[config.mk]
export PLATFORM = sky130hd
export DESIGN_NAME = tvcs_cell
export DESIGN_NICKNAME = d
export VERILOG_FILES = /design/src/sv/tvcs_pkg.sv /design/src/sv/tvcs_cell.sv
export SDC_FILE = /design/constraint.sdc
export NUM_CORES = 1
export LEC_CHECK = 0
export BUFFER_PORTS_ARGS = -buffer_cell sky130_fd_sc_hd__buf_2
export CAP_MARGIN = 40
export CORE_ASPECT_RATIO = 1.25
export CORE_MARGIN = 3
export CORE_UTILIZATION = 50
export DETAILED_ROUTE_END_ITERATION = 8
export PLACE_DENSITY = 0.79
export SLEW_MARGIN = 20
export SYNTH_ARGS = -nofsm -noshare
export SYNTH_HDL_FRONTEND = slang
export SYNTH_SLANG_ARGS = --single-unit
[constraint.sdc]
create_clock -name aclk -period 6.9 [get_ports aclk]
set_input_delay 0.69 -clock aclk [delete_from_list [all_inputs] [get_ports aclk]]
set_output_delay 0.69 -clock aclk [all_outputs]
set_load 0.03 [all_outputs]
[src/sv/tvcs_pkg.sv]
`timescale 1ns / 1ps

package tvcs_pkg;

    // Build-time settings
    localparam int FRAC_BITS     = 8;
    localparam int CORDIC_STAGES = 16;
    localparam int COORD_BITS    = 15;

    // Field widths
    localparam int MODE_W = 3;
    localparam int AMT_W  = 21;
    localparam int COL_W  = 4;
    localparam int BG_W   = 3;
    localparam int CHAR_W = 8;
    localparam int STAT_W = 3;

    localparam int S_PAY_W  = AMT_W + COL_W + CHAR_W;
    localparam int S_DATA_W = ((S_PAY_W + 7) / 8) * 8;
    localparam int M_PAY_W  = 4 * COORD_BITS + CHAR_W + COL_W + BG_W;
    localparam int M_DATA_W = ((M_PAY_W + 7) / 8) * 8;

    // Heading: unsigned degrees with FRAC_BITS fraction bits, kept in [0, 360)
    localparam int FULL_TURN = 360 << FRAC_BITS;
    localparam int QUARTER   = 90 << FRAC_BITS;
    localparam int HEAD_W    = $clog2(FULL_TURN);

    // amount mod 360: offset amount to a positive value, then divide by
    // 45 * 2^(FRAC_BITS+3) as a shift plus a reciprocal multiply
    localparam int TURN_K      = ((1 << (AMT_W - 1)) + FULL_TURN - 1) / FULL_TURN;
    localparam int TURN_OFFSET = TURN_K * FULL_TURN;
    localparam int U_W         = $clog2((1 << (AMT_W - 1)) + TURN_OFFSET);
    localparam int V_SH        = FRAC_BITS + 3;
    localparam int V_W         = U_W - V_SH;
    localparam int RSH         = V_W + 6;
    localparam int RECIP       = ((1 << RSH) + 44) / 45;
    localparam int RECIP_W     = $clog2(RECIP + 1);
    localparam int Q_W         = V_W - 5;

    // CORDIC formats
    localparam int ANG_FRAC  = 16;
    localparam int ZSH       = ANG_FRAC - FRAC_BITS;
    localparam int TABLE_LEN = 24;
    localparam int IDX_W     = $clog2(TABLE_LEN);
    localparam int Z_W       = 24;
    localparam int XY_W      = 32;
    localparam int CS_FRAC   = 30;
    localparam logic signed [XY_W-1:0] CORDIC_GAIN = 32'sd652032874;

    // Displacement and position
    localparam int PROD_W   = AMT_W + XY_W;
    localparam int DX_W     = AMT_W + 1;
    localparam int POS_W    = COORD_BITS + FRAC_BITS + 1;
    localparam int NX_W     = POS_W + 2;
    localparam int COORD_HI = FRAC_BITS + COORD_BITS;

    localparam logic signed [PROD_W:0] HALF_Q30 = (PROD_W + 1)'(64'sd1 <<< (CS_FRAC - 1));
    localparam logic signed [NX_W-1:0] HALF_PIX = NX_W'(1 << (FRAC_BITS - 1));

    // Command codes
    localparam logic [MODE_W-1:0] MODE_ROTATE  = 3'd0;
    localparam logic [MODE_W-1:0] MODE_MOVE    = 3'd1;
    localparam logic [MODE_W-1:0] MODE_DRAW    = 3'd2;
    localparam logic [MODE_W-1:0] MODE_FG      = 3'd3;
    localparam logic [MODE_W-1:0] MODE_BG      = 3'd4;
    localparam logic [MODE_W-1:0] MODE_PATTERN = 3'd5;

    localparam logic [CHAR_W-1:0] CHAR_SPACE    = 8'd32;
    localparam logic [CHAR_W-1:0] RESET_PATTERN = 8'd43;
    localparam logic [COL_W-1:0]  RESET_FG      = 4'd7;
    localparam logic [BG_W-1:0]   RESET_BG      = 3'd0;

    typedef enum logic [STAT_W-1:0] {
        ST_UPDATED    = 3'd0,
        ST_SEGMENT    = 3'd1,
        ST_OFF_RANGE  = 3'd2,
        ST_BAD_LENGTH = 3'd3,
        ST_BAD_COLOUR = 3'd4
    } status_t;

    typedef struct packed {
        logic [MODE_W-1:0]       mode;
        logic signed [AMT_W-1:0] amount;
        logic [COL_W-1:0]        colour;
        logic [CHAR_W-1:0]       pchar;
        logic [1:0]              quad;
    } cmd_t;

    typedef struct packed {
        logic                   valid;
        cmd_t                   cmd;
        logic signed [XY_W-1:0] x;
        logic signed [XY_W-1:0] y;
        logic signed [Z_W-1:0]  z;
    } stage_t;

    typedef struct packed {
        status_t                status;
        logic [COORD_BITS-1:0]  sx;
        logic [COORD_BITS-1:0]  sy;
        logic [COORD_BITS-1:0]  ex;
        logic [COORD_BITS-1:0]  ey;
        logic [CHAR_W-1:0]      pchar;
        logic [COL_W-1:0]       fg;
        logic [BG_W-1:0]        bg;
    } result_t;

    // atan(2^-i) in degrees, 16 fraction bits
    function automatic logic signed [Z_W-1:0] atan_q16(input logic [IDX_W-1:0] idx);
        logic signed [Z_W-1:0] a;
        unique case (idx)
            5'd0:    a = 24'sd2949120;
            5'd1:    a = 24'sd1740967;
            5'd2:    a = 24'sd919879;
            5'd3:    a = 24'sd466945;
            5'd4:    a = 24'sd234379;
            5'd5:    a = 24'sd117304;
            5'd6:    a = 24'sd58666;
            5'd7:    a = 24'sd29335;
            5'd8:    a = 24'sd14668;
            5'd9:    a = 24'sd7334;
            5'd10:   a = 24'sd3667;
            5'd11:   a = 24'sd1833;
            5'd12:   a = 24'sd917;
            5'd13:   a = 24'sd458;
            5'd14:   a = 24'sd229;
            5'd15:   a = 24'sd115;
            5'd16:   a = 24'sd57;
            5'd17:   a = 24'sd29;
            5'd18:   a = 24'sd14;
            5'd19:   a = 24'sd7;
            5'd20:   a = 24'sd4;
            5'd21:   a = 24'sd2;
            5'd22:   a = 24'sd1;
            default: a = '0;
        endcase
        return a;
    endfunction

endpackage

[src/sv/tvcs_cell.sv]
`timescale 1ns / 1ps

module tvcs_cell (
    input  logic                          aclk,
    input  logic                          aresetn,
    input  logic                          en,
    input  logic [tvcs_pkg::IDX_W-1:0]    stage_idx,
    input  tvcs_pkg::stage_t              in_stage,
    output tvcs_pkg::stage_t              out_stage
);

    logic signed [tvcs_pkg::XY_W-1:0] xs;
    logic signed [tvcs_pkg::XY_W-1:0] ys;
    logic signed [tvcs_pkg::Z_W-1:0]  angle;
    logic                             rot_pos;
    tvcs_pkg::stage_t                 stage_next;
    tvcs_pkg::stage_t                 stage_reg;

    assign xs      = in_stage.x >>> stage_idx;
    assign ys      = in_stage.y >>> stage_idx;
    assign angle   = tvcs_pkg::atan_q16(stage_idx);
    assign rot_pos = !in_stage.z[tvcs_pkg::Z_W-1];

    always_comb begin
        stage_next = in_stage;
        if (rot_pos) begin
            stage_next.x = in_stage.x - ys;
            stage_next.y = in_stage.y + xs;
            stage_next.z = in_stage.z - angle;
        end else begin
            stage_next.x = in_stage.x + ys;
            stage_next.y = in_stage.y - xs;
            stage_next.z = in_stage.z + angle;
        end
    end

    always_ff @(posedge aclk) begin
        if (!aresetn) begin
            stage_reg.valid <= 1'b0;
        end else if (en) begin
            stage_reg <= stage_next;
        end
    end

    assign out_stage = stage_reg;

endmodule

* Word-level counts from Yosys, hierarchy flattened
Memory sizes are Yosys's and may differ from the RTL's. Index checks and enable logic that the tools add are counted. Widths: inputs -> output; s select.
Storage, ports and cells: input port bits 135, register bits 127, memory bits (read-only) 704, memories kept 1
Operators by class: shift-type cells 2, muxes and demuxes 1, add/subtract/negate cells 6, reduce and logical (&&, ||, !) cells 1
Memory list:
- (name not given) | words 32, width 22, rd ports 1, clocked after Yosys merged registers in 0, wr ports 0, line tvcs_pkg.sv:111 | unique case (idx)
Operators by type and width (count):
- $mux 88 | 1
- $add 32x32->32 | 2
- $sshr 32x5->32 | 2
- $sub 32x32->32 | 2
- $add 24x24->24 | 1
- $sub 24x24->24 | 1
- $reduce_and 2->1 | 1

* Depth between registers and ports, before layout
depth after elaboration 3, gate-level depth with buffers 27

* Least setup slack after synthesis
No wires, ideal clock.
path kind input to register, from input stage_idx[0] (netlist name), to register stage_reg, in the netlist out_stage[54] (data pin), arrival time 5.646 ns, data required time 6.642 ns, path slack 0.996 ns, stages 24, library setup time 0.258 ns, cells stage by stage buf_6 -> buf_6 -> buf_2 -> mux2_2 -> mux4_2 -> a222oi_1 -> o211a_1 -> ha_1 -> nand3_1 -> nor4_2 -> and3_1 -> nor2_1 -> xnor2_1 -> ha_1 -> a21o_1 -> a21o_1 -> a21oi_1 -> o21a_1 -> o22ai_1 -> o41ai_1 -> a31oi_1 -> o21a_1 -> nor2_1 -> xnor2_1
RTL lines:
- start, declared | line tvcs_cell.sv:7 | input logic [tvcs_pkg::IDX_W-1:0] stage_idx,
- end signal, assigned | line tvcs_cell.sv:41 | stage_reg <= stage_next;
- end, declared | line tvcs_cell.sv:17 | tvcs_pkg::stage_t stage_reg;

==> reports/results.ini <==
[floorplan]
die_h_microns=199
dieArea_sq_um=31800
core_area_sq_um=28800
start_util_pct=51.4
row_count=69
ios=262
die_w_microns=160

[sta]
rsz0062_at_grt=no
drv_slew=0
clock_skew_ns=0
setup_violations=0
final.min_clock_period_ns=6.35
worst_slew_pin_slew_ns=0.796
relSlewSlack_pct=45.4
layout_setup_ws_ns=0.555
hold_viol=0
fmax_mhz=158
setup_tns_ns=0
fin_crit_sh_pct=92.0
hold_slack_ns=0.428

[global_route]
gr-usage-all-layers_pct=34.7
first_global_vias=14688
antenna_found_initial=0
overflow=0
grt_max_degree=72
grt_pass1_wl_mm=85.3

[worst_setup_path]
arrival_ns=6.53
crit_top_cell=buf_4
cp_slowest_stage_delay_ns=0.52
startpoint_type=input pin
critPathKind=in -> reg
critPathMaxFanout=52
critPathSlowestCell=mux4_2
cp_top_family=compound AO/OA/AOI/OAI gates
endpoint_kind=register
path_cells=buf_6 -> buf_4 -> mux4_2 -> mux2_2 -> a211oi_1 -> buf_4 -> ha_1 -> nand3_1 -> nor3_1 -> nor2_1 -> xor2_1 -> ha_1 -> a21o_1 -> a21oi_1 -> or2_2 -> or3b_2 -> a21oi_1 -> o21ai_0 -> buf_4 -> o21ai_0 -> o221ai_1 -> xnor2_1
cp_data_required_time_ns=7.08
path_buf_inv=4

[placement]
placed_area_sq_um=17300
place.gp.congestion=1.05
pre_cts_ws_ns=0.234
hpwl_mm=44.7
io_buffer_count=261

[power_and_ir_drop]
p_leak_nw=7.67
vdd_drop_max_mv=0.152
powerDensity_nw_per_um2=226

[route]
wl_met3_mm=4.81
top_layer_used=met4
drtIter0Drc=1406
drcViolationCount=0
wl_met1_mm=20.8
first_pass_iters=6
viasPerCell=6.43
totalWireLength_mm=56.7
wire_per_inst_microns=24.8
dr_wl_met2_mm=28.0
route.antenna.remaining_nets=0
num_vias=14739

[layout]
diodes=0
nets=2127
fin_area_sq_um=17900
layout-drive-gt1-share_pct=30.4
multi_input_area_sq_um=10500
fill_cells=2496
syn2layout_area_growth_pct=20.8
largest_reg_flops=127
layout.area.seq_sq_um=3800

[synth]
syn_avg_cell_area_sq_um=9.53
synthTopCellsByArea=edfxtp_1, mux4_2, ha_1, xnor2_1, mux2i_1
synth_edf_count=126
yosysWarnings=0
synth_most_common_cell=nand2_1
ys_seq_area_share_pct=25.6
ys_seq_elements=127
synth_top_cell_by_area=edfxtp_1
synth_ff_type=edfxtp_1
netlist_instances=1557
syn_area_sq_um=14800
synth_top_area_share_pct=25.5
synthTopCellsByCount=nand2_1, edfxtp_1, nor2_1
ys_async_sr_fraction_pct=0
syn-num-nets=1796
yosysUniqueCellTypes=81

[clocking]
clock-sinks=127
clock_latency_ns=0.42
max-clock-path-buffers=2
cts-buffers-inserted=17
cts_tree=built
holdBufCountCts=0
post_cts_resized=0
clkTransAtPathRegs_ns=0.07
cts_setup_buffers=0
root_buffer=clkbuf_16
htreeDepth=4

[worst_hold_path]
min_path_type=in -> reg

[run]
cap_violations=0

[status]
run_status=finished, final reports clean

where the power goes:
| part | switching, mW | internal, mW | total (mW) |
|---|---|---|---|
| clock | 0.429 | 0.516 | 0.945 |
| combinational | 1.22 | 0.833 | 2.06 |
| sequential | 0.0243 | 1.02 | 1.05 |
| total | 1.68 | 2.37 | 4.05 |
placed cells by master (no fill, tap or decap), types with 7 or more instances in the layout:
master     count
buf_2        260
a31oi_1       33
nand2_1      134
edfxtp_1     126
a22oi_1        8
o221ai_1       7
mux4_2        84
or2_2         12
nor2_1       121
nor3_1        26
mux2i_1       58
nor2b_1       18
mux2_2        30
o22ai_1       12
xor2_1        49
o21a_1        18
nand2b_1      26
o21ai_0       69
ha_1         101
inv_1         45
o211ai_1      12
and4_1         8
xnor2_1      104
and3_1        12
a211oi_1      15
a21boi_0      10
and2_1        21
o21bai_1      15
buf_4        132
nand3_1       27
a21oi_1      114
clkbuf_16     17
a21o_1        44
metrics by stage:
stage                     total power, mW  instances  utilization (%)
after CTS                            4.04       2290             62.0
after global routing                 4.25       2291             62.1
final                                4.05       2291             62.1
after floorplan                      2.44       1557                -
after detailed placement             3.08       2258             60.0
after global placement               3.05       2257             60.0
per-layer routing:
| metal | vias up | global-route usage, % |
|---|---|---|
| met5 | - | 0 |
| met4 | 0 | 18.1 |
| met3 | 169 | 5.89 |
| met2 | 857 | 61.0 |
| met1 | 7124 | 41.0 |
| li1 | 6589 | - |
cell families (layout without fill, tap and decap cells):
| family | count (synthesis) | count (layout) | synth area share, % |
|---|---|---|---|
| xor+xnor | 153 | 153 | 9.03 |
| simple gates | 437 | 437 | 14.4 |
| compound gates | 429 | 429 | 19.0 |
| flops | 127 | 127 | 25.6 |
| buf+inv | 134 | 478 | 3.86 |
| mux | 173 | 173 | 19.0 |
| fa+ha+maj | 104 | 104 | 8.92 |
cell type report:
| cell class | count | area share [%] |
|---|---|---|
| Inverter | 49 | 1.03 |
| Sequential cell | 127 | 21.2 |
| Multi-Input combinational cell | 1296 | 58.4 |
| Timing Repair Buffer | 397 | 13.3 |
| Tap cell | 390 | 2.72 |
| Clock buffer | 17 | 2.37 |
| Clock inverter | 15 | 0.936 |
path summary, 6_finish.rpt:
kind	from	endpoint	slack (ns)	cells after the start
max	stage_idx[0]	out_stage[55]$_DFFE_PP_	0.55	22
min	in_stage[104]	out_stage[104]$_DFFE_PP_	0.43	1
max reg2reg	out_stage[126]$_SDFFE_PN0P_	out_stage[126]$_SDFFE_PN0P_	6.29	2
min reg2reg	out_stage[126]$_SDFFE_PN0P_	out_stage[126]$_SDFFE_PN0P_	0.54	2
Note: power is estimated with default switching activity, not from simulation.
