<file path="config.mk">
export PLATFORM = sky130hd
export DESIGN_NAME = tvcs_back
export DESIGN_NICKNAME = d
export VERILOG_FILES = /design/src/sv/tvcs_pkg.sv /design/src/sv/tvcs_back.sv
export SDC_FILE = /design/constraint.sdc
export NUM_CORES = 2
export LEC_CHECK = 0
export BUFFER_PORTS_ARGS = -buffer_cell sky130_fd_sc_hd__buf_2
export CORE_MARGIN = 2
export CORE_UTILIZATION = 44
export DETAILED_ROUTE_END_ITERATION = 8
export HOLD_SLACK_MARGIN = 0.03
export PLACE_DENSITY_LB_ADDON = 0.1
export SLEW_MARGIN = 20
export SYNTH_ARGS = -nofsm -noshare
export SYNTH_HDL_FRONTEND = slang
export SYNTH_SLANG_ARGS = --single-unit
</file>
<file path="constraint.sdc">
create_clock -name aclk -period 11.2 [get_ports aclk]
set_clock_uncertainty 0.15 [all_clocks]
set_input_delay 2.24 -clock aclk [delete_from_list [all_inputs] [get_ports aclk]]
set_output_delay 2.24 -clock aclk [all_outputs]
set_load 0.005 [all_outputs]
</file>
<file path="src/sv/tvcs_pkg.sv">
`timescale 1ns / 1ps

package tvcs_pkg;

    // Build-time settings
    localparam int FRAC_BITS     = 8;
    localparam int CORDIC_STAGES = 16;
    localparam int COORD_BITS    = 15;

    // Field widths
    localparam int MODE_W = 3;
    localparam int AMT_W  = 21;
    localparam int COL_W  = 4;
    localparam int BG_W   = 3;
    localparam int CHAR_W = 8;
    localparam int STAT_W = 3;

    localparam int S_PAY_W  = AMT_W + COL_W + CHAR_W;
    localparam int S_DATA_W = ((S_PAY_W + 7) / 8) * 8;
    localparam int M_PAY_W  = 4 * COORD_BITS + CHAR_W + COL_W + BG_W;
    localparam int M_DATA_W = ((M_PAY_W + 7) / 8) * 8;

    // Heading: unsigned degrees with FRAC_BITS fraction bits, kept in [0, 360)
    localparam int FULL_TURN = 360 << FRAC_BITS;
    localparam int QUARTER   = 90 << FRAC_BITS;
    localparam int HEAD_W    = $clog2(FULL_TURN);

    // amount mod 360: offset amount to a positive value, then divide by
    // 45 * 2^(FRAC_BITS+3) as a shift plus a reciprocal multiply
    localparam int TURN_K      = ((1 << (AMT_W - 1)) + FULL_TURN - 1) / FULL_TURN;
    localparam int TURN_OFFSET = TURN_K * FULL_TURN;
    localparam int U_W         = $clog2((1 << (AMT_W - 1)) + TURN_OFFSET);
    localparam int V_SH        = FRAC_BITS + 3;
    localparam int V_W         = U_W - V_SH;
    localparam int RSH         = V_W + 6;
    localparam int RECIP       = ((1 << RSH) + 44) / 45;
    localparam int RECIP_W     = $clog2(RECIP + 1);
    localparam int Q_W         = V_W - 5;

    // CORDIC formats
    localparam int ANG_FRAC  = 16;
    localparam int ZSH       = ANG_FRAC - FRAC_BITS;
    localparam int TABLE_LEN = 24;
    localparam int IDX_W     = $clog2(TABLE_LEN);
    localparam int Z_W       = 24;
    localparam int XY_W      = 32;
    localparam int CS_FRAC   = 30;
    localparam logic signed [XY_W-1:0] CORDIC_GAIN = 32'sd652032874;

    // Displacement and position
    localparam int PROD_W   = AMT_W + XY_W;
    localparam int DX_W     = AMT_W + 1;
    localparam int POS_W    = COORD_BITS + FRAC_BITS + 1;
    localparam int NX_W     = POS_W + 2;
    localparam int COORD_HI = FRAC_BITS + COORD_BITS;

    localparam logic signed [PROD_W:0] HALF_Q30 = (PROD_W + 1)'(64'sd1 <<< (CS_FRAC - 1));
    localparam logic signed [NX_W-1:0] HALF_PIX = NX_W'(1 << (FRAC_BITS - 1));

    // Command codes
    localparam logic [MODE_W-1:0] MODE_ROTATE  = 3'd0;
    localparam logic [MODE_W-1:0] MODE_MOVE    = 3'd1;
    localparam logic [MODE_W-1:0] MODE_DRAW    = 3'd2;
    localparam logic [MODE_W-1:0] MODE_FG      = 3'd3;
    localparam logic [MODE_W-1:0] MODE_BG      = 3'd4;
    localparam logic [MODE_W-1:0] MODE_PATTERN = 3'd5;

    localparam logic [CHAR_W-1:0] CHAR_SPACE    = 8'd32;
    localparam logic [CHAR_W-1:0] RESET_PATTERN = 8'd43;
    localparam logic [COL_W-1:0]  RESET_FG      = 4'd7;
    localparam logic [BG_W-1:0]   RESET_BG      = 3'd0;

    typedef enum logic [STAT_W-1:0] {
        ST_UPDATED    = 3'd0,
        ST_SEGMENT    = 3'd1,
        ST_OFF_RANGE  = 3'd2,
        ST_BAD_LENGTH = 3'd3,
        ST_BAD_COLOUR = 3'd4
    } status_t;

    typedef struct packed {
        logic [MODE_W-1:0]       mode;
        logic signed [AMT_W-1:0] amount;
        logic [COL_W-1:0]        colour;
        logic [CHAR_W-1:0]       pchar;
        logic [1:0]              quad;
    } cmd_t;

    typedef struct packed {
        logic                   valid;
        cmd_t                   cmd;
        logic signed [XY_W-1:0] x;
        logic signed [XY_W-1:0] y;
        logic signed [Z_W-1:0]  z;
    } stage_t;

    typedef struct packed {
        status_t                status;
        logic [COORD_BITS-1:0]  sx;
        logic [COORD_BITS-1:0]  sy;
        logic [COORD_BITS-1:0]  ex;
        logic [COORD_BITS-1:0]  ey;
        logic [CHAR_W-1:0]      pchar;
        logic [COL_W-1:0]       fg;
        logic [BG_W-1:0]        bg;
    } result_t;

    // atan(2^-i) in degrees, 16 fraction bits
    function automatic logic signed [Z_W-1:0] atan_q16(input logic [IDX_W-1:0] idx);
        logic signed [Z_W-1:0] a;
        unique case (idx)
            5'd0:    a = 24'sd2949120;
            5'd1:    a = 24'sd1740967;
            5'd2:    a = 24'sd919879;
            5'd3:    a = 24'sd466945;
            5'd4:    a = 24'sd234379;
            5'd5:    a = 24'sd117304;
            5'd6:    a = 24'sd58666;
            5'd7:    a = 24'sd29335;
            5'd8:    a = 24'sd14668;
            5'd9:    a = 24'sd7334;
            5'd10:   a = 24'sd3667;
            5'd11:   a = 24'sd1833;
            5'd12:   a = 24'sd917;
            5'd13:   a = 24'sd458;
            5'd14:   a = 24'sd229;
            5'd15:   a = 24'sd115;
            5'd16:   a = 24'sd57;
            5'd17:   a = 24'sd29;
            5'd18:   a = 24'sd14;
            5'd19:   a = 24'sd7;
            5'd20:   a = 24'sd4;
            5'd21:   a = 24'sd2;
            5'd22:   a = 24'sd1;
            default: a = '0;
        endcase
        return a;
    endfunction

endpackage

</file>
<file path="src/sv/tvcs_back.sv">
`timescale 1ns / 1ps

module tvcs_back (
    input  logic                aclk,
    input  logic                aresetn,
    input  tvcs_pkg::stage_t    in_stage,
    input  logic                out_ready,
    output logic                en,
    output logic                out_valid,
    output tvcs_pkg::result_t   out_res
);

    // multiply stage
    logic signed [tvcs_pkg::XY_W-1:0]   c_sel;
    logic signed [tvcs_pkg::XY_W-1:0]   s_sel;
    logic signed [tvcs_pkg::PROD_W-1:0] pc_next;
    logic signed [tvcs_pkg::PROD_W-1:0] ps_next;
    logic                               mul_valid_reg;
    tvcs_pkg::cmd_t                     mul_cmd_reg;
    logic signed [tvcs_pkg::PROD_W-1:0] mul_pc_reg;
    logic signed [tvcs_pkg::PROD_W-1:0] mul_ps_reg;

    // rounding stage
    logic signed [tvcs_pkg::PROD_W:0]   rc;
    logic signed [tvcs_pkg::PROD_W:0]   rs;
    logic signed [tvcs_pkg::DX_W-1:0]   dx_next;
    logic signed [tvcs_pkg::DX_W-1:0]   dy_next;
    logic                               rnd_valid_reg;
    tvcs_pkg::cmd_t                     rnd_cmd_reg;
    logic signed [tvcs_pkg::DX_W-1:0]   rnd_dx_reg;
    logic signed [tvcs_pkg::DX_W-1:0]   rnd_dy_reg;

    // turtle state
    logic signed [tvcs_pkg::POS_W-1:0]  pos_x_reg;
    logic signed [tvcs_pkg::POS_W-1:0]  pos_y_reg;
    logic signed [tvcs_pkg::POS_W-1:0]  pos_x_next;
    logic signed [tvcs_pkg::POS_W-1:0]  pos_y_next;
    logic [tvcs_pkg::COL_W-1:0]         fg_reg;
    logic [tvcs_pkg::COL_W-1:0]         fg_next;
    logic [tvcs_pkg::BG_W-1:0]          bg_reg;
    logic [tvcs_pkg::BG_W-1:0]          bg_next;
    logic [tvcs_pkg::CHAR_W-1:0]        pattern_reg;
    logic [tvcs_pkg::CHAR_W-1:0]        pattern_next;

    logic signed [tvcs_pkg::NX_W-1:0]   nx;
    logic signed [tvcs_pkg::NX_W-1:0]   ny;
    logic signed [tvcs_pkg::NX_W-1:0]   rx;
    logic signed [tvcs_pkg::NX_W-1:0]   ry;
    logic signed [tvcs_pkg::NX_W-1:0]   spx;
    logic signed [tvcs_pkg::NX_W-1:0]   spy;
    logic                               off_range;
    logic                               bad_len;
    logic                               fire;
    tvcs_pkg::result_t                  res;

    // output register plus skid
    logic                               out_valid_reg;
    logic                               out_valid_next;
    tvcs_pkg::result_t                  out_res_reg;
    tvcs_pkg::result_t                  out_res_next;
    logic                               skid_valid_reg;
    logic                               skid_valid_next;
    tvcs_pkg::result_t                  skid_res_reg;
    tvcs_pkg::result_t                  skid_res_next;

    assign en = !skid_valid_reg;

    // exact quadrant rotation
    always_comb begin
        unique case (in_stage.cmd.quad)
            2'd0: begin
                c_sel = in_stage.x;
                s_sel = in_stage.y;
            end
            2'd1: begin
                c_sel = -in_stage.y;
                s_sel = in_stage.x;
            end
            2'd2: begin
                c_sel = -in_stage.x;
                s_sel = -in_stage.y;
            end
            2'd3: begin
                c_sel = in_stage.y;
                s_sel = -in_stage.x;
            end
        endcase
    end

    assign pc_next = tvcs_pkg::PROD_W'(in_stage.cmd.amount) * tvcs_pkg::PROD_W'(c_sel);
    assign ps_next = tvcs_pkg::PROD_W'(in_stage.cmd.amount) * tvcs_pkg::PROD_W'(s_sel);

    assign rc      = (tvcs_pkg::PROD_W + 1)'(mul_pc_reg) + tvcs_pkg::HALF_Q30;
    assign rs      = -((tvcs_pkg::PROD_W + 1)'(mul_ps_reg)) + tvcs_pkg::HALF_Q30;
    assign dx_next = tvcs_pkg::DX_W'(rc >>> tvcs_pkg::CS_FRAC);
    assign dy_next = tvcs_pkg::DX_W'(rs >>> tvcs_pkg::CS_FRAC);

    assign nx  = tvcs_pkg::NX_W'(pos_x_reg) + tvcs_pkg::NX_W'(rnd_dx_reg);
    assign ny  = tvcs_pkg::NX_W'(pos_y_reg) + tvcs_pkg::NX_W'(rnd_dy_reg);
    assign rx  = nx + tvcs_pkg::HALF_PIX;
    assign ry  = ny + tvcs_pkg::HALF_PIX;
    assign spx = tvcs_pkg::NX_W'(pos_x_reg) + tvcs_pkg::HALF_PIX;
    assign spy = tvcs_pkg::NX_W'(pos_y_reg) + tvcs_pkg::HALF_PIX;

    // sign bit and any bit above the coordinate range both mean off screen
    assign off_range = (rx[tvcs_pkg::NX_W-1:tvcs_pkg::COORD_HI] != '0)
                    || (ry[tvcs_pkg::NX_W-1:tvcs_pkg::COORD_HI] != '0);
    assign bad_len   = rnd_cmd_reg.amount[tvcs_pkg::AMT_W-1] || (rnd_cmd_reg.amount == '0);
    assign fire      = en && rnd_valid_reg;

    always_comb begin
        pos_x_next   = pos_x_reg;
        pos_y_next   = pos_y_reg;
        fg_next      = fg_reg;
        bg_next      = bg_reg;
        pattern_next = pattern_reg;
        res          = '0;
        res.status   = tvcs_pkg::ST_UPDATED;
        if (fire) begin
            unique case (rnd_cmd_reg.mode)
                tvcs_pkg::MODE_ROTATE: begin
                end
                tvcs_pkg::MODE_MOVE, tvcs_pkg::MODE_DRAW: begin
                    priority if (bad_len) begin
                        res.status = tvcs_pkg::ST_BAD_LENGTH;
                    end else if (off_range) begin
                        res.status = tvcs_pkg::ST_OFF_RANGE;
                    end else begin
                        res.status = tvcs_pkg::ST_SEGMENT;
                        res.sx = spx[tvcs_pkg::NX_W-1] ? '0
                               : spx[tvcs_pkg::COORD_HI-1:tvcs_pkg::FRAC_BITS];
                        res.sy = spy[tvcs_pkg::NX_W-1] ? '0
                               : spy[tvcs_pkg::COORD_HI-1:tvcs_pkg::FRAC_BITS];
                        res.ex = rx[tvcs_pkg::COORD_HI-1:tvcs_pkg::FRAC_BITS];
                        res.ey = ry[tvcs_pkg::COORD_HI-1:tvcs_pkg::FRAC_BITS];
                        res.pchar = (rnd_cmd_reg.mode == tvcs_pkg::MODE_MOVE)
                                  ? tvcs_pkg::CHAR_SPACE : pattern_reg;
                        pos_x_next = nx[tvcs_pkg::POS_W-1:0];
                        pos_y_next = ny[tvcs_pkg::POS_W-1:0];
                    end
                end
                tvcs_pkg::MODE_FG: begin
                    if (rnd_cmd_reg.colour != '0) begin
                        fg_next = rnd_cmd_reg.colour;
                    end else begin
                        res.status = tvcs_pkg::ST_BAD_COLOUR;
                    end
                end
                tvcs_pkg::MODE_BG: begin
                    if (!rnd_cmd_reg.colour[tvcs_pkg::COL_W-1] && rnd_cmd_reg.colour != '0) begin
                        bg_next = rnd_cmd_reg.colour[tvcs_pkg::BG_W-1:0];
                    end else begin
                        res.status = tvcs_pkg::ST_BAD_COLOUR;
                    end
                end
                tvcs_pkg::MODE_PATTERN: begin
                    pattern_next = rnd_cmd_reg.pchar;
                end
                default: begin
                end
            endcase
        end
        res.fg = fg_next;
        res.bg = bg_next;
    end

    always_comb begin
        out_valid_next  = out_valid_reg;
        out_res_next    = out_res_reg;
        skid_valid_next = skid_valid_reg;
        skid_res_next   = skid_res_reg;
        priority if (skid_valid_reg && out_ready) begin
            out_res_next    = skid_res_reg;
            skid_valid_next = 1'b0;
        end else if (fire) begin
            if (!out_valid_reg || out_ready) begin
                out_valid_next = 1'b1;
                out_res_next   = res;
            end else begin
                skid_valid_next = 1'b1;
                skid_res_next   = res;
            end
        end else if (out_ready) begin
            out_valid_next = 1'b0;
        end
    end

    always_ff @(posedge aclk) begin
        if (!aresetn) begin
            mul_valid_reg  <= 1'b0;
            rnd_valid_reg  <= 1'b0;
            out_valid_reg  <= 1'b0;
            skid_valid_reg <= 1'b0;
            pos_x_reg      <= '0;
            pos_y_reg      <= '0;
            fg_reg         <= tvcs_pkg::RESET_FG;
            bg_reg         <= tvcs_pkg::RESET_BG;
            pattern_reg    <= tvcs_pkg::RESET_PATTERN;
        end else begin
            out_valid_reg  <= out_valid_next;
            skid_valid_reg <= skid_valid_next;
            pos_x_reg      <= pos_x_next;
            pos_y_reg      <= pos_y_next;
            fg_reg         <= fg_next;
            bg_reg         <= bg_next;
            pattern_reg    <= pattern_next;
            if (en) begin
                mul_valid_reg <= in_stage.valid;
                rnd_valid_reg <= mul_valid_reg;
            end
        end
    end

    always_ff @(posedge aclk) begin
        out_res_reg  <= out_res_next;
        skid_res_reg <= skid_res_next;
        if (en) begin
            mul_cmd_reg <= in_stage.cmd;
            mul_pc_reg  <= pc_next;
            mul_ps_reg  <= ps_next;
            rnd_cmd_reg <= mul_cmd_reg;
            rnd_dx_reg  <= dx_next;
            rnd_dy_reg  <= dy_next;
        end
    end

    assign out_valid = out_valid_reg;
    assign out_res   = out_res_reg;

    a_skid_behind_out: assert property (@(posedge aclk) disable iff (!aresetn)
        skid_valid_reg |-> out_valid_reg)
        else $error("skid holds a beat while the output register is empty");

    a_no_segment_zero: assert property (@(posedge aclk) disable iff (!aresetn)
        (out_valid_reg && out_res_reg.status != tvcs_pkg::ST_SEGMENT)
        |-> (out_res_reg.sx == '0 && out_res_reg.sy == '0 && out_res_reg.ex == '0
             && out_res_reg.ey == '0 && out_res_reg.pchar == '0))
        else $error("non-segment result carries coordinates");

    a_pos_hold: assert property (@(posedge aclk) disable iff (!aresetn)
        (fire && res.status != tvcs_pkg::ST_SEGMENT)
        |=> ($stable(pos_x_reg) && $stable(pos_y_reg)))
        else $error("position moved without a segment");

endmodule
</file>
Yosys cells after proc, flatten, opt, wreduce, memory -nomap -nowiden
Index checks and enable logic that the tools add are counted.

Word-level logic and storage cells: 114. Output and inout bits: 80. Memories kept: 0. Latch bits: 0. Memory bits (read-only): 0. Bits in registers: 443. Bits in writable memories: 0.

Eq/ne operators: 9. Reduce and logical (&&, ||, !) cells: 25. Mux-type cells: 25. Add/sub/neg operators: 11. Order comparisons: 0. Bitwise logic cells: 5. Multipliers: 2. Divide/modulo/power cells: 0. Shift operators: 0.

Operators by type and width (count): $pmux 32 s4 (2); $mux 78 (3); $mux 68 (3); $add 52x31->52 const B (2); $mul 21x32->52 (2); $neg 32->32 (2); $add 25x9->26 const B (2); $neg 52->52 (1); $add 24x22->25 (2); $add 24x9->25 const B (2); $mux 15 (2); $logic_not 21->1 (1); $mux 3 (6); $mux 4 (3); $pmux 3 s3 (1); $mux 8 (1); $eq 3x2->1 const B (2); $eq 3x3->1 const B (2); $reduce_and 2->1 (3); $reduce_and 3->1 (2); $reduce_bool 2->1 (3); $reduce_bool 3->1 (2); $not 1->1 (5); $eq 2x2->1 const B (2); other kinds (12) (21).

Depth between registers and ports, before layout
Depth in word-level cells: 10. Gate-level depth with buffers: 38. Depth with buffers taken out: 37.

Least setup slack after synthesis
Ideal clock, no wire load.

Kind: register to register. From: register skid_valid_reg. To: register skid_res_reg[0] (netlist bit), enable pin. Buffers on the path: 1. Period minus slack after synthesis: 11.516 ns. Arrival time: 10.738 ns. Required time: 10.421 ns. Slack: -0.316 ns. Cell stages (with the launch flop): 5. Cell sequence: dfxtp_1 -> clkbuf_1 -> inv_1 -> nand2_1 -> nor3b_1.

Cells in the longest elaborated chain, start to end: 3. Elaborated cells between the ends (all ways): 5. Those cells by class: bitwise: 1; reduce/logical: 4.

Ends and longest elaborated chain: start: declaration (line tvcs_back.sv:61) `logic skid_valid_reg;`; start signal: assignment (line tvcs_back.sv:201) `skid_valid_reg <= skid_valid_next;`; $logic_not 1->1 (line tvcs_back.sv:66) `assign en = !skid_valid_reg;`; named net en (line tvcs_back.sv:8) `output logic en,`; $logic_and 1x1->1 (line tvcs_back.sv:109) `assign fire = en && rnd_valid_reg;`; $reduce_and 3->1 (no source line); end signal: assignment (line tvcs_back.sv:216) `skid_res_reg <= skid_res_next;`; end: declaration (line tvcs_back.sv:63) `tvcs_pkg::result_t skid_res_reg;`.

The timed path passes the listed nets, and every way through them passes these cells. A chain may end at the register's enable or synchronous reset.

Worst setup path after layout
From: input port in_stage[61] (netlist bit). To: register mul_pc_reg[48] (netlist bit), data pin.

Cells in the longest elaborated chain, start to end: 3.

Ends and longest elaborated chain: start: declaration (line tvcs_back.sv:6) `input tvcs_pkg::stage_t in_stage,`; $neg 32->32 (line tvcs_back.sv:80) `c_sel = -in_stage.x;`; $pmux 32 s4 (*) (line tvcs_back.sv:70) `unique case (in_stage.cmd.quad)`; $mul 21x32->52 (*) (line tvcs_back.sv:90) `assign pc_next = tvcs_pkg::PROD_W'(in_stage.cmd.amount) * tvcs_pkg::PROD_W'(c_sel);`; named net pc_next, one bit (line tvcs_back.sv:16) `logic signed [tvcs_pkg::PROD_W-1:0] pc_next;`; end signal: assignment (line tvcs_back.sv:219) `mul_pc_reg <= pc_next;`; end: declaration (line tvcs_back.sv:20) `logic signed [tvcs_pkg::PROD_W-1:0] mul_pc_reg;`.

The timed path passes the listed nets; every way through them passes the cells marked *.

==> out/metrics.yaml <==
outcome: "completed"
cp_slowest_stage_delay_ns: 0.55
dr.pass1.iters: 7
wire_per_inst_um: 18.4
synth_area_um2: 67100
drt_iter0_markers: 2593
clkLatencyLatePin_ns: 0.60
hold_path.class: "reg -> reg"
first_global_vias: 51900
vias: 48700
fillCellCount: 14500
yosys.area.top_type_share: 0.394
cp-end-kind: "flip-flop"
clk_pin_slew_ns: 0.06
drive_above_1_share: 0.128
grt_usage: 0.234
instances_no_fill: 9689
max_cap_violations: 0
worstHoldEndpoint: "rnd_cmd_reg[6]"
seq_area_frac_synth: 0.175
r2r_slack_ns: 5.23
core_um2: 152000
rsz0062_at_grt: "yes"
synth_edf_count: 347
dp.cells: 9592
h-tree-depth: 2
fmax_ghz: 0.0909
ys_top_cells_by_count: "inv_1 (1578), fa_1 (1323), nand2_1 (1060)"
worstHoldStart: "mul_cmd_reg[6]"
max_slew.worst_pin.slew_ns: 1.09
start_kind: "primary input"
yosysWarningCount: 0
holdPathStages: 0
ioPinCount: 210
initial_core_util: 0.443
setup_viol: 0
max_slew_margin: 0.276
cp_max_fo: 7
grt_antenna_before_repair: 12
fin_setup_tns_ns: 0
netlist_instances: 7198
holdWs_ns: 0.250
min_period_over_period: 0.982
cp_slowest_cell: "fa_1"
syn_nets: 8964
synthDistinctLibCells: 80
grt-ovfl-total: 0
yosysMostFrequentCell: "inv_1"
synth.area.top_cells: "fa_1 (39%), edfxtp_1 (16%), inv_1 (8.8%)"
avgSynthCellArea_um2: 9.33
die_h_um: 395
area_growth_pct: 13.5
drc: 0
synth-seq-cells: 414
grt_max_degree: 82
vias_per_cell: 5.03
dp_hpwl_mm: 145
async_flop_share: 0
period_minus_slack_ns: 11.00
final_util: 0.502
path_class: "in -> reg"
cpMostUsedCell: "fa_1"
row_count: 143
timing.rr.start: "pos_x_reg[0]"
drv_slew: 0
timing.rr.end: "out_res[57]"
nets: 9384
cp_data_required_time_ns: 11.37
die_w_um: 395
cts_tree: "done"
r2r_cells: 15
cts.path.max_buffers: 3
grt_pass1_wl_mm: 289
ant_nets: 0
critPathArrivalTime_ns: 11.17
cts_sinks: 414
die-area_um2: 156000
synth_ff_type: "edfxtp_1"
place.gp.congestion: 0.881
cts_buffers: 42
cts_hold_buf: 0
wl_mm: 179
port_buffers: 185
yosysTopAreaCell: "fa_1"
hold_viol_final: 0
cts-root-buf: "clkbuf_16"
==> stage by stage <==
step	setup WS, ns	area [um2]
floorplan	0.0458	67200
global placement	-0.789	74200
detailed placement	-0.877	74200
CTS	0.0244	75700
global route	-0.113	76200
finish	0.201	76200
==> critical path: cells and delay by family <==
kind	cells	cell delay, ns
fa+ha+maj	8	3.65
compound gates	12	2.75
simple gates	8	1.77
buf+inv	6	0.48
xor+xnor	2	0.26
==> layer usage <==
layer	GRT usage	up-vias	wire length, um
met5	0	-	84
met4	0.0500	14	3880
met3	0.0291	207	9250
met2	0.385	1145	82900
met1	0.333	24800	82400
li1	-	22500	-
==> cell usage in the layout (no fill, tap or decap), types with 30 or more instances in the layout <==
master | netlist | final
xor2_1 | 117 | 117
dfxtp_1 | 67 | 67
and2_1 | 524 | 521
buf_2 | 8 | 181
nor2_1 | 273 | 271
and3_1 | 41 | 41
buf_4 | 0 | 508
nor2b_1 | 44 | 43
edfxtp_1 | 347 | 347
mux2i_1 | 57 | 56
o31ai_1 | 35 | 33
a21oi_2 | 0 | 30
buf_12 | 0 | 50
nand2b_1 | 43 | 43
inv_1 | 1578 | 1570
ha_1 | 313 | 310
o21ai_0 | 150 | 116
xnor2_1 | 179 | 173
nor3_1 | 73 | 70
nand2_1 | 1060 | 1056
a21oi_1 | 155 | 124
clkbuf_16 | 0 | 42
a21o_1 | 52 | 52
fa_1 | 1323 | 1314
nand3_1 | 73 | 70
o21a_1 | 31 | 31
==> how the worst max path moves through the flow <==
stage	startpoint	end	slack, ns
floorplan	in_stage[58]	mul_ps_reg[50]	0.05
global placement	in_stage[58]	mul_pc_reg[48]	-0.79
detailed placement	in_stage[58]	mul_pc_reg[48]	-0.88
CTS	in_stage[58]	mul_pc_reg[48]	0.02
global route	in_stage[61]	mul_pc_reg[48]	-0.11
finish	in_stage[61]	mul_pc_reg[48]	0.20
==> cells by family after synthesis <==
group / share of synthesized area
and+or+nand+nor: 0.160
buffers and inverters: 0.109
adders and majority gates: 0.453
AOI/OAI and AO/OA: 0.0545
DFF: 0.175
xor gates and xnor gates: 0.0386
muxes: 0.00950
==> layout make-up <==
class | instances | area (um2) | area share
Multi-Input combinational cell | 4832 | 48700 | 0.640
Sequential cell | 414 | 11800 | 0.154
Inverter | 1578 | 5930 | 0.0779
Timing Repair Buffer | 750 | 5850 | 0.0768
Tap cell | 2030 | 2540 | 0.0333
Clock buffer | 46 | 1070 | 0.0140
Clock inverter | 32 | 297 | 0.00389
Antenna cell | 7 | 17.5 | 0.000230
==> timing repair <==
item / CTS / global route
buffers inserted: 4 / 7
gates resized for setup: 7 / 97
pin swaps: 5 / 63
endpoints found under the setup margin: 9 / 28
Power is not shown: default switching activity piles up to over one toggle a cycle in this logic, so the estimate is an artifact.
